[config.mk]
export PLATFORM = sky130hd
export DESIGN_NAME = selective_repeat_sender_window_unit
export DESIGN_NICKNAME = d
export VERILOG_FILES = /design/src/hw/rtl/srsw_pkg.sv /design/src/hw/rtl/srsw_map_mem.sv /design/src/hw/rtl/srsw_seq.sv /design/src/hw/rtl/srsw_result.sv /design/src/hw/rtl/selective_repeat_sender_window_unit.sv
export SDC_FILE = /design/constraint.sdc
export NUM_CORES = 2
export LEC_CHECK = 0
export BUFFER_PORTS_ARGS = -buffer_cell sky130_fd_sc_hd__buf_2
export CAP_MARGIN = 5
export CORE_UTILIZATION = 36
export CTS_CLUSTER_DIAMETER = 80
export DETAILED_ROUTE_END_ITERATION = 16
export GPL_TIMING_DRIVEN = 0
export PLACE_DENSITY = 0.52
export SLEW_MARGIN = 20
export SYNTH_ARGS = -nofsm -noshare
export SYNTH_HDL_FRONTEND = slang
export SYNTH_HIERARCHICAL = 1
export SYNTH_SLANG_ARGS = --single-unit
[constraint.sdc]
create_clock -name clk_i -period 29.8 [get_ports clk_i]
set_input_delay 1.49 -clock clk_i [delete_from_list [all_inputs] [get_ports clk_i]]
set_output_delay 1.49 -clock clk_i [all_outputs]
set_load 0.1 [all_outputs]
[src/hw/rtl/srsw_pkg.sv]
// Package for the selective-repeat sender window unit.
// Holds field widths, event and register codes, and the result transfer struct.
// No dependencies.
`default_nettype none

package srsw_pkg;

  localparam int unsigned ID_W            = 11;
  localparam int unsigned FUNC_W          = 2;
  localparam int unsigned WIN_CFG_W       = 6;
  localparam int unsigned TOTAL_CFG_W     = 11;
  localparam int unsigned CFG_IDX_W       = 2;
  localparam int unsigned CFG_DATA_W      = 11;
  localparam int unsigned MAX_PACKETS_DEF = 1024;
  localparam int unsigned MAX_WINDOW_DEF  = 32;

  localparam logic [WIN_CFG_W-1:0] WINDOW_RST = 6'd10;

  // Event codes.
  localparam logic [FUNC_W-1:0] FN_START = 2'd0;
  localparam logic [FUNC_W-1:0] FN_ACK   = 2'd1;
  localparam logic [FUNC_W-1:0] FN_TOUT  = 2'd2;

  // Configuration register indexes.
  localparam logic [CFG_IDX_W-1:0] CFG_WINDOW = 2'd0;
  localparam logic [CFG_IDX_W-1:0] CFG_TOTAL  = 2'd1;

  // Bit positions in a map entry.
  localparam int unsigned ACK_BIT    = 0;
  localparam int unsigned RESENT_BIT = 1;

  // One step from the sequencer to the result stage.
  typedef struct packed {
    logic            push;       // a send id is produced
    logic            fin;        // the event is complete
    logic [ID_W-1:0] id;
    logic            resend;
    logic            all_acked;
  } emit_t;

endpackage : srsw_pkg

`default_nettype wire

[src/hw/rtl/srsw_map_mem.sv]
// Per-packet map memory: acknowledged and retransmitted bits, one write and
// one registered read port. Does not depend on srsw_pkg.
`default_nettype none

module srsw_map_mem #(
  parameter int unsigned DEPTH = 1024,
  parameter int unsigned AW    = 10
) (
  input  wire logic          clk_i,
  input  wire logic          we_i,
  input  wire logic [AW-1:0] waddr_i,
  input  wire logic [1:0]    wdata_i,
  input  wire logic [AW-1:0] raddr_i,
  output logic      [1:0]    rdata_o
);

  logic [1:0] mem [DEPTH];
  logic [1:0] rdata_q;

  always_ff @(posedge clk_i) begin
    if (we_i) begin
      mem[waddr_i] <= wdata_i;
    end
    rdata_q <= mem[raddr_i];
  end

  assign rdata_o = rdata_q;

endmodule : srsw_map_mem

`default_nettype wire

[src/hw/rtl/srsw_seq.sv]
// Sequencer of the sender window: event decoding, map clearing, base slide,
// new sends and timeout resends, one map entry per cycle. Uses srsw_pkg.
`default_nettype none

module srsw_seq #(
  parameter int unsigned MAX_PACKETS = 1024,
  parameter int unsigned MAX_WINDOW  = 32,
  parameter int unsigned AW          = 10
) (
  input  wire logic                                 clk_i,
  input  wire logic                                 rst_ni,
  input  wire logic                                 start_i,
  input  wire logic [srsw_pkg::FUNC_W-1:0]          func_i,
  input  wire logic [srsw_pkg::ID_W-1:0]            ack_id_i,
  input  wire logic [srsw_pkg::WIN_CFG_W-1:0]       window_i,
  input  wire logic [srsw_pkg::TOTAL_CFG_W-1:0]     total_i,
  output logic                                      busy_o,
  output logic                                      we_o,
  output logic      [AW-1:0]                        waddr_o,
  output logic      [1:0]                           wdata_o,
  output logic      [AW-1:0]                        raddr_o,
  input  wire logic [1:0]                           rdata_i,
  output srsw_pkg::emit_t                           ev_o
);

  import srsw_pkg::*;

  localparam int unsigned CW = $clog2(MAX_PACKETS + 2);
  localparam int unsigned LW = CW + 1;
  localparam int unsigned NW = $clog2(MAX_WINDOW + 1);

  typedef enum logic [2:0] {
    S_IDLE,
    S_CLEAR,
    S_ACK_RD,
    S_ACK_CHK,
    S_SLIDE,
    S_SEND,
    S_TOUT,
    S_FLUSH
  } state_e;

  state_e          state_q, state_d;
  logic            started_q, started_d;
  logic [CW-1:0]   base_q, base_d;
  logic [CW-1:0]   next_q, next_d;
  logic [CW-1:0]   cnt_q, cnt_d;
  logic [CW-1:0]   ptr_q, ptr_d;
  logic [NW-1:0]   n_q, n_d;
  logic [NW-1:0]   s_q, s_d;
  logic            rv_q, rv_d;
  logic [AW-1:0]   ack_addr_q, ack_addr_d;

  logic [NW-1:0]   w_eff;
  logic [CW-1:0]   t_eff;
  logic [LW-1:0]   base_w;
  logic [CW-1:0]   lim;
  logic [31:0]     id_ext;

  // Effective window (zero taken as one) and total, saturated from the live registers.
  always_comb begin
    if (window_i == '0) begin
      w_eff = NW'(1);
    end else if (32'(window_i) > 32'(MAX_WINDOW)) begin
      w_eff = NW'(MAX_WINDOW);
    end else begin
      w_eff = NW'(window_i);
    end
    if (32'(total_i) > 32'(MAX_PACKETS)) begin
      t_eff = CW'(MAX_PACKETS);
    end else begin
      t_eff = CW'(total_i);
    end
    base_w = LW'(base_q) + LW'(w_eff);
    lim    = (base_w > LW'(t_eff)) ? t_eff : CW'(base_w);
    id_ext = 32'(ack_id_i);
  end

  always_comb begin
    state_d    = state_q;
    started_d  = started_q;
    base_d     = base_q;
    next_d     = next_q;
    cnt_d      = cnt_q;
    ptr_d      = ptr_q;
    n_d        = n_q;
    s_d        = s_q;
    rv_d       = rv_q;
    ack_addr_d = ack_addr_q;
    we_o       = 1'b0;
    waddr_o    = '0;
    wdata_o    = '0;
    raddr_o    = '0;
    ev_o       = '0;
    ev_o.all_acked = (cnt_q == '0);

    case (state_q)
      S_IDLE: begin
        if (start_i) begin
          n_d  = '0;
          rv_d = 1'b0;
          case (func_i)
            FN_START: begin
              started_d = 1'b1;
              base_d    = '0;
              next_d    = CW'(1);
              cnt_d     = t_eff;
              ptr_d     = '0;
              state_d   = S_CLEAR;
            end
            FN_ACK: begin
              if (!started_q) begin
                state_d = S_FLUSH;
              end else if (id_ext >= 32'd1 && id_ext <= 32'(t_eff)) begin
                ack_addr_d = AW'(id_ext - 32'd1);
                state_d    = S_ACK_RD;
              end else begin
                s_d     = '0;
                state_d = S_SLIDE;
              end
            end
            FN_TOUT: begin
              if (started_q) begin
                ptr_d   = base_q;
                state_d = S_TOUT;
              end else begin
                state_d = S_FLUSH;
              end
            end
            default: begin
              state_d = S_FLUSH;
            end
          endcase
        end
      end

      S_CLEAR: begin
        we_o    = 1'b1;
        waddr_o = AW'(ptr_q);
        wdata_o = '0;
        if (ptr_q == CW'(MAX_PACKETS - 1)) begin
          rv_d    = 1'b0;
          state_d = S_SEND;
        end else begin
          ptr_d = ptr_q + CW'(1);
        end
      end

      S_ACK_RD: begin
        raddr_o = ack_addr_q;
        state_d = S_ACK_CHK;
      end

      S_ACK_CHK: begin
        if (!rdata_i[ACK_BIT]) begin
          we_o    = 1'b1;
          waddr_o = ack_addr_q;
          wdata_o = {rdata_i[RESENT_BIT], 1'b1};
          if (cnt_q != '0) begin
            cnt_d = cnt_q - CW'(1);
          end
        end
        s_d     = '0;
        rv_d    = 1'b0;
        state_d = S_SLIDE;
      end

      // The read of the following entry is issued while the current one is
      // checked; a wasted read past the end of the slide is harmless.
      S_SLIDE: begin
        raddr_o = rv_q ? AW'(base_q + CW'(1)) : AW'(base_q);
        rv_d    = 1'b1;
        if (s_q >= w_eff || base_q >= t_eff || (rv_q && !rdata_i[ACK_BIT])) begin
          next_d  = (next_q < base_q + CW'(1)) ? base_q + CW'(1) : next_q;
          rv_d    = 1'b0;
          state_d = S_SEND;
        end else if (rv_q) begin
          base_d = base_q + CW'(1);
          s_d    = s_q + NW'(1);
        end
      end

      S_SEND: begin
        if (next_q > lim || n_q >= NW'(MAX_WINDOW)) begin
          rv_d    = 1'b0;
          state_d = S_FLUSH;
        end else begin
          raddr_o = rv_q ? AW'(next_q) : AW'(next_q - CW'(1));
          rv_d    = 1'b1;
          if (rv_q) begin
            if (!rdata_i[ACK_BIT]) begin
              ev_o.push   = 1'b1;
              ev_o.id     = ID_W'(next_q);
              ev_o.resend = 1'b0;
              n_d         = n_q + NW'(1);
            end
            next_d = next_q + CW'(1);
          end
        end
      end

      S_TOUT: begin
        if (ptr_q >= lim || n_q >= NW'(MAX_WINDOW)) begin
          rv_d    = 1'b0;
          state_d = S_FLUSH;
        end else begin
          raddr_o = rv_q ? AW'(ptr_q + CW'(1)) : AW'(ptr_q);
          rv_d    = 1'b1;
          if (rv_q) begin
            if (!rdata_i[ACK_BIT] && !rdata_i[RESENT_BIT]) begin
              we_o        = 1'b1;
              waddr_o     = AW'(ptr_q);
              wdata_o     = 2'b10;
              ev_o.push   = 1'b1;
              ev_o.id     = ID_W'(ptr_q + CW'(1));
              ev_o.resend = 1'b1;
              n_d         = n_q + NW'(1);
            end
            ptr_d = ptr_q + CW'(1);
          end
        end
      end

      S_FLUSH: begin
        ev_o.fin = 1'b1;
        state_d  = S_IDLE;
      end

      default: begin
        state_d = S_IDLE;
      end
    endcase
  end

  always_ff @(posedge clk_i or negedge rst_ni) begin
    if (!rst_ni) begin
      state_q    <= S_IDLE;
      started_q  <= 1'b0;
      base_q     <= '0;
      next_q     <= CW'(1);
      cnt_q      <= '0;
      ptr_q      <= '0;
      n_q        <= '0;
      s_q        <= '0;
      rv_q       <= 1'b0;
      ack_addr_q <= '0;
    end else begin
      state_q    <= state_d;
      started_q  <= started_d;
      base_q     <= base_d;
      next_q     <= next_d;
      cnt_q      <= cnt_d;
      ptr_q      <= ptr_d;
      n_q        <= n_d;
      s_q        <= s_d;
      rv_q       <= rv_d;
      ack_addr_q <= ack_addr_d;
    end
  end

  assign busy_o = (state_q != S_IDLE);

endmodule : srsw_seq

`default_nettype wire

[src/hw/rtl/srsw_result.sv]
// Result stage: holds one produced send id back so that the final result of
// an event can carry the last flag, then drives the result ports. Uses srsw_pkg.
`default_nettype none

module srsw_result (
  input  wire logic                       clk_i,
  input  wire logic                       rst_ni,
  input  wire srsw_pkg::emit_t            ev_i,
  output logic                            result_valid_o,
  output logic [srsw_pkg::ID_W-1:0]       send_id_o,
  output logic                            is_resend_o,
  output logic                            all_acked_o,
  output logic                            last_o
);

  import srsw_pkg::*;

  logic            pend_v_q;
  logic [ID_W-1:0] pend_id_q;
  logic            pend_rs_q;
  logic            valid_q;
  logic [ID_W-1:0] id_q;
  logic            rs_q;
  logic            acked_q;
  logic            last_q;

  always_ff @(posedge clk_i or negedge rst_ni) begin
    if (!rst_ni) begin
      pend_v_q <= 1'b0;
      valid_q  <= 1'b0;
    end else begin
      valid_q <= 1'b0;
      if (ev_i.fin) begin
        valid_q  <= 1'b1;
        pend_v_q <= 1'b0;
      end else if (ev_i.push) begin
        valid_q  <= pend_v_q;
        pend_v_q <= 1'b1;
      end
    end
  end

  // With no id produced, the event still ends with one empty result.
  always_ff @(posedge clk_i) begin
    acked_q <= ev_i.all_acked;
    if (ev_i.fin) begin
      id_q   <= pend_v_q ? pend_id_q : '0;
      rs_q   <= pend_v_q & pend_rs_q;
      last_q <= 1'b1;
    end else if (ev_i.push) begin
      id_q      <= pend_id_q;
      rs_q      <= pend_rs_q;
      last_q    <= 1'b0;
      pend_id_q <= ev_i.id;
      pend_rs_q <= ev_i.resend;
    end
  end

  assign result_valid_o = valid_q;
  assign send_id_o      = id_q;
  assign is_resend_o    = rs_q;
  assign all_acked_o    = acked_q;
  assign last_o         = last_q;

endmodule : srsw_result

`default_nettype wire

[src/hw/rtl/selective_repeat_sender_window_unit.sv]
// Top level of the selective-repeat sender window unit.
// Holds the configuration registers and ties the sequencer, map memory and
// result stage together. Uses srsw_pkg, srsw_seq, srsw_map_mem, srsw_result.
//
// Usage: an event (func_i, ack_id_i) is taken when start_i is high and busy_o
// is low; codes are start, acknowledgement and timeout. Each event gives one or
// more results, each shown for one cycle with result_valid_o high; the last one
// has last_o set, and an event that sends nothing gives one result with id zero.
// Configuration: cfg_valid_i/cfg_ready_o with cfg_index_i and cfg_data_i;
// index 0 is the window size, index 1 the packet count. Write only while idle.
// Timing: the maps are visited one entry per cycle, one event at a time. busy_o
// stays high while an acknowledgement checks its id, slides the base and scans
// for new ids, while a timeout scans the window for resends, and while a start
// clears all MAX_PACKETS map entries and then sends. Each send id is held until
// the next one or the end of the event is seen; the final result shows in the
// first cycle with busy_o low, and the next event can be taken at the edge that
// ends that cycle.
// Reset clears all control state; acknowledgements and timeouts before the
// first start produce only the empty result. The receiver cannot stall.
`default_nettype none

module selective_repeat_sender_window_unit #(
  parameter int unsigned MAX_PACKETS = srsw_pkg::MAX_PACKETS_DEF,
  parameter int unsigned MAX_WINDOW  = srsw_pkg::MAX_WINDOW_DEF
) (
  input  wire logic                              clk_i,
  input  wire logic                              rst_ni,
  input  wire logic                              start_i,
  output logic                                   busy_o,
  input  wire logic [srsw_pkg::FUNC_W-1:0]       func_i,
  input  wire logic [srsw_pkg::ID_W-1:0]         ack_id_i,
  input  wire logic                              cfg_valid_i,
  output logic                                   cfg_ready_o,
  input  wire logic [srsw_pkg::CFG_IDX_W-1:0]    cfg_index_i,
  input  wire logic [srsw_pkg::CFG_DATA_W-1:0]   cfg_data_i,
  output logic                                   result_valid_o,
  output logic [srsw_pkg::ID_W-1:0]              send_id_o,
  output logic                                   is_resend_o,
  output logic                                   all_acked_o,
  output logic                                   last_o
);

  import srsw_pkg::*;

  localparam int unsigned AW = $clog2(MAX_PACKETS);

  logic [WIN_CFG_W-1:0]   window_q;
  logic [TOTAL_CFG_W-1:0] total_q;
  logic                   we;
  logic [AW-1:0]          waddr;
  logic [1:0]             wdata;
  logic [AW-1:0]          raddr;
  logic [1:0]             rdata;
  emit_t                  ev;

  assign cfg_ready_o = 1'b1;

  always_ff @(posedge clk_i or negedge rst_ni) begin
    if (!rst_ni) begin
      window_q <= WINDOW_RST;
      total_q  <= '0;
    end else if (cfg_valid_i && cfg_ready_o) begin
      case (cfg_index_i)
        CFG_WINDOW: window_q <= cfg_data_i[WIN_CFG_W-1:0];
        CFG_TOTAL:  total_q  <= cfg_data_i[TOTAL_CFG_W-1:0];
        default: begin
        end
      endcase
    end
  end

  srsw_seq #(
    .MAX_PACKETS (MAX_PACKETS),
    .MAX_WINDOW  (MAX_WINDOW),
    .AW          (AW)
  ) u_seq (
    .clk_i    (clk_i),
    .rst_ni   (rst_ni),
    .start_i  (start_i),
    .func_i   (func_i),
    .ack_id_i (ack_id_i),
    .window_i (window_q),
    .total_i  (total_q),
    .busy_o   (busy_o),
    .we_o     (we),
    .waddr_o  (waddr),
    .wdata_o  (wdata),
    .raddr_o  (raddr),
    .rdata_i  (rdata),
    .ev_o     (ev)
  );

  srsw_map_mem #(
    .DEPTH (MAX_PACKETS),
    .AW    (AW)
  ) u_map (
    .clk_i   (clk_i),
    .we_i    (we),
    .waddr_i (waddr),
    .wdata_i (wdata),
    .raddr_i (raddr),
    .rdata_o (rdata)
  );

  srsw_result u_result (
    .clk_i          (clk_i),
    .rst_ni         (rst_ni),
    .ev_i           (ev),
    .result_valid_o (result_valid_o),
    .send_id_o      (send_id_o),
    .is_resend_o    (is_resend_o),
    .all_acked_o    (all_acked_o),
    .last_o         (last_o)
  );

endmodule : selective_repeat_sender_window_unit

`default_nettype wire

==> flow_summary.toml <==
[setup_path]
required_ps = 30580
max_stage_delay_ps = 970
r2r_cells = 45
r2r-start = "window_q[3]"
critical_path_class = "reg2reg"
reg2reg_to = "u_map/rdata_o[0]"
cp-start-kind = "flip-flop"
cpMaxStageDelayCell = "o221ai_1"
endpoint_kind = "flip-flop"
r2r_slack_ps = 15890
critPathMaxFanout = 10
cp.arrival_ps = 14690

[synthesis]
ys_ff_latch = 2166
async_flop_share_pct = 4.155
synth_nets = 5945
synth_ff_type = "edfxtp_1"
synth_cell_types = 114
yosysTopAreaCellShare_pct = 66.75
synthCells = 5831
synth_area_leaders = "edfxtp_1 67%, mux4_2 11%, nor2_1 4.6%, dfrtp_1 2.3%, mux2i_1 2.3%"
yosysMostFrequentCell = "edfxtp_1"
synth_edf_count = 2072
avgSynthCellArea_um2 = 15.98
ys_top_cells_by_count = "2072 x edfxtp_1, 1144 x nor2_1, 449 x mux4_2, 283 x clkbuf_1, 212 x mux2i_1"
ys_warn_count = 6
yosysSeqAreaShare_pct = 69.26
yosysTopAreaCell = "edfxtp_1"
netlist_area_um2 = 93210

[global_routing]
track_usage_pct = 28.71
grt_pass1_wl_um = 507200
grt_pass1_vias = 58500
met3_usage_pct = 7.751
grt_busiest_layer = "met2"
grt_overflow = 0
grtUsageMet2_pct = 43.14
antenna_found_initial = 41
grt_max_degree = 129
grtUsageMet1_pct = 38.30

[run]
cap_violations = 0

[clock_network]
clockBufferDepth = 3
clockRootBuffer = "clkbuf_16"
htreeDepth = 4
clock_sinks = 2166
clkLatencyLatePin_ps = 930
numCtsBuffers = 227
clk_pin_slew_ps = 60
cts.repair.resized = 0
hold_buffers = 0
post_cts_buffers = 0
cts_tree = "built"

[floorplan]
start_util_pct = 36.24
row_count = 186
die_area_um2 = 260900
design.core.area_um2 = 257200
ios = 47
die_x_um = 510.8
fp.dieH_um = 510.8

[timing]
setup_tns_ps = 0
timing.final.crit_share_pct = 46.69
finalMaxSlewViolations = 0
setup_slack_ps = 15890
rsz0062_at_grt = "false"
fmax_mhz = 71.87
slew_headroom_pct = 11.96
whs_ps = 438.8
hold_violations = 0
setup_violations = 0
tightestPinTransition_ps = 1321
fin_crit_ps = 13910
skew_ps = 87.67

[routing]
wire_per_inst_um = 38.95
vias = 61000
firstDrtPassIters = 6
initialDrtViolationCount = 11130
drc_errors = 0
drtAntennaViolNets = 0
routed_wl_um = 381400
via_per_inst = 6.229

[placement]
pre_cts_ws_ps = 16100
place_inst = 9354
hpwl_um = 259500
gp_congestion = 0.9631
port_buffers = 45

[run_status]
status = "finished clean"

[cells_and_area]
fin_nets = 6313
drive_above_1_share_pct = 20.64
final_core_util_pct = 42.01
area_growth_pct = 15.91
layoutNonFillerInstCount = 9792

[power]
vdd_drop_max_v = 0.00008103
power_per_cell_area_nw_per_um2 = 99.51
total_leakage_power_nw = 33.03

[worst_hold_path]
hold_path.class = "in2async"
-- state kept, by name (all words and copies together), names as in the netlist, 2 cells and up --
register	flops
u_result/send_id_o	11
u_seq/ptr_q	11
u_seq/base_q	11
total_q	11
u_seq/cnt_q	11
u_seq/s_q	6
u_map/mem	2048
u_seq/n_q	6
u_seq/next_q	11
u_map/rdata_o	2
u_seq/ack_addr_q	10
u_result/pend_id_q	11
window_q	6
u_seq/state_q	3
-- per-layer routing --
metal / vias up / wire [um]
li1: 23540 / -
met1: 32190 / 144200
met2: 4345 / 168500
met3: 895 / 46680
met4: 26 / 21890
met5: - / 181
-- per-stage QoR --
| stage | power, mW | cell area (um^2) |
|---|---|---|
| 4_1_cts | 10.67 | 108000 |
| 5_1_grt | 10.88 | 108000 |
| 3_5_place_dp | 7.741 | 100200 |
| 2_1_floorplan | 5.902 | 93210 |
| 6_report | 10.75 | 108000 |
| 3_3_place_gp | 7.829 | 97670 |
-- final cells by class --
| cell class | instances | area, um^2 |
|---|---|---|
| fill | 23000 | 149100 |
| tap | 3384 | 4234 |
| sequential | 2166 | 64560 |
| buffer | 453 | 2545 |
| clock inverter | 158 | 1889 |
| clock buffer | 271 | 5897 |
| antenna | 9 | 22.52 |
| inverter | 59 | 221.5 |
| timing repair buffer | 139 | 2456 |
| multi-input combinational | 3153 | 26210 |
-- kinds of logic (layout without fill, tap and decap cells) --
logic type	Yosys count	after routing	synth area share, %
buf+inv	512	1080	2.740
compound gates	638	638	5.000
mux	699	699	13.63
other cells	1	10	0.004023
fa+ha+maj	84	84	1.136
flops	2166	2166	69.26
xor+xnor	62	62	0.5826
simple gates	1669	1669	7.652
-- report_power, final --
part           leakage (nW)  switching, mW  total [mW]  internal (mW)
combinational          9.90           2.83        4.32           1.49
sequential             19.4         0.0444        3.47           3.42
clock                  3.76           1.26        2.96           1.70
total                  33.0           4.14        10.8           6.61
-- critical path: cells and delay by family, from the launching register on --
family / cells / cell delay [ps]
AO/OA/AOI/OAI: 19 / 5600
XOR/XNOR: 1 / 250
adder cells (fa/ha/maj): 4 / 1250
buffers and inverters: 7 / 2920
flip-flops: 1 / 540
AND/OR/NAND/NOR: 14 / 3150
-- worst max path at each step --
stage / end / depth (start not counted) / startpoint
floorplan: u_map/mem[0][1] / 8 / u_seq/state_q[1]
finish: u_map/rdata_o[0] / 45 / window_q[3]
global route: u_map/rdata_o[0] / 45 / window_q[3]
global placement: u_map/mem[190][1] / 8 / u_seq/state_q[1]
CTS: u_map/rdata_o[0] / 45 / window_q[3]
detailed placement: u_map/rdata_o[0] / 45 / window_q[1]
-- layout by cell type, fill, tap and decap left out, types with 53 or more instances in the layout --
cell       count
a22oi_1       57
edfxtp_1    2072
nand2_1      168
nand3_1       60
clkbuf_16    228
mux2i_1      212
clkinv_1      58
mux4_2       449
ha_1          83
o221ai_1      87
buf_16        64
o21ai_0       73
clkbuf_1     170
clkbuf_2     152
o22ai_1       53
nor2_1      1139
nor3_1        73
a21oi_1      123
buf_2         86
inv_1         54
dfrtp_1       87
Power figures use the tool's default switching activity.
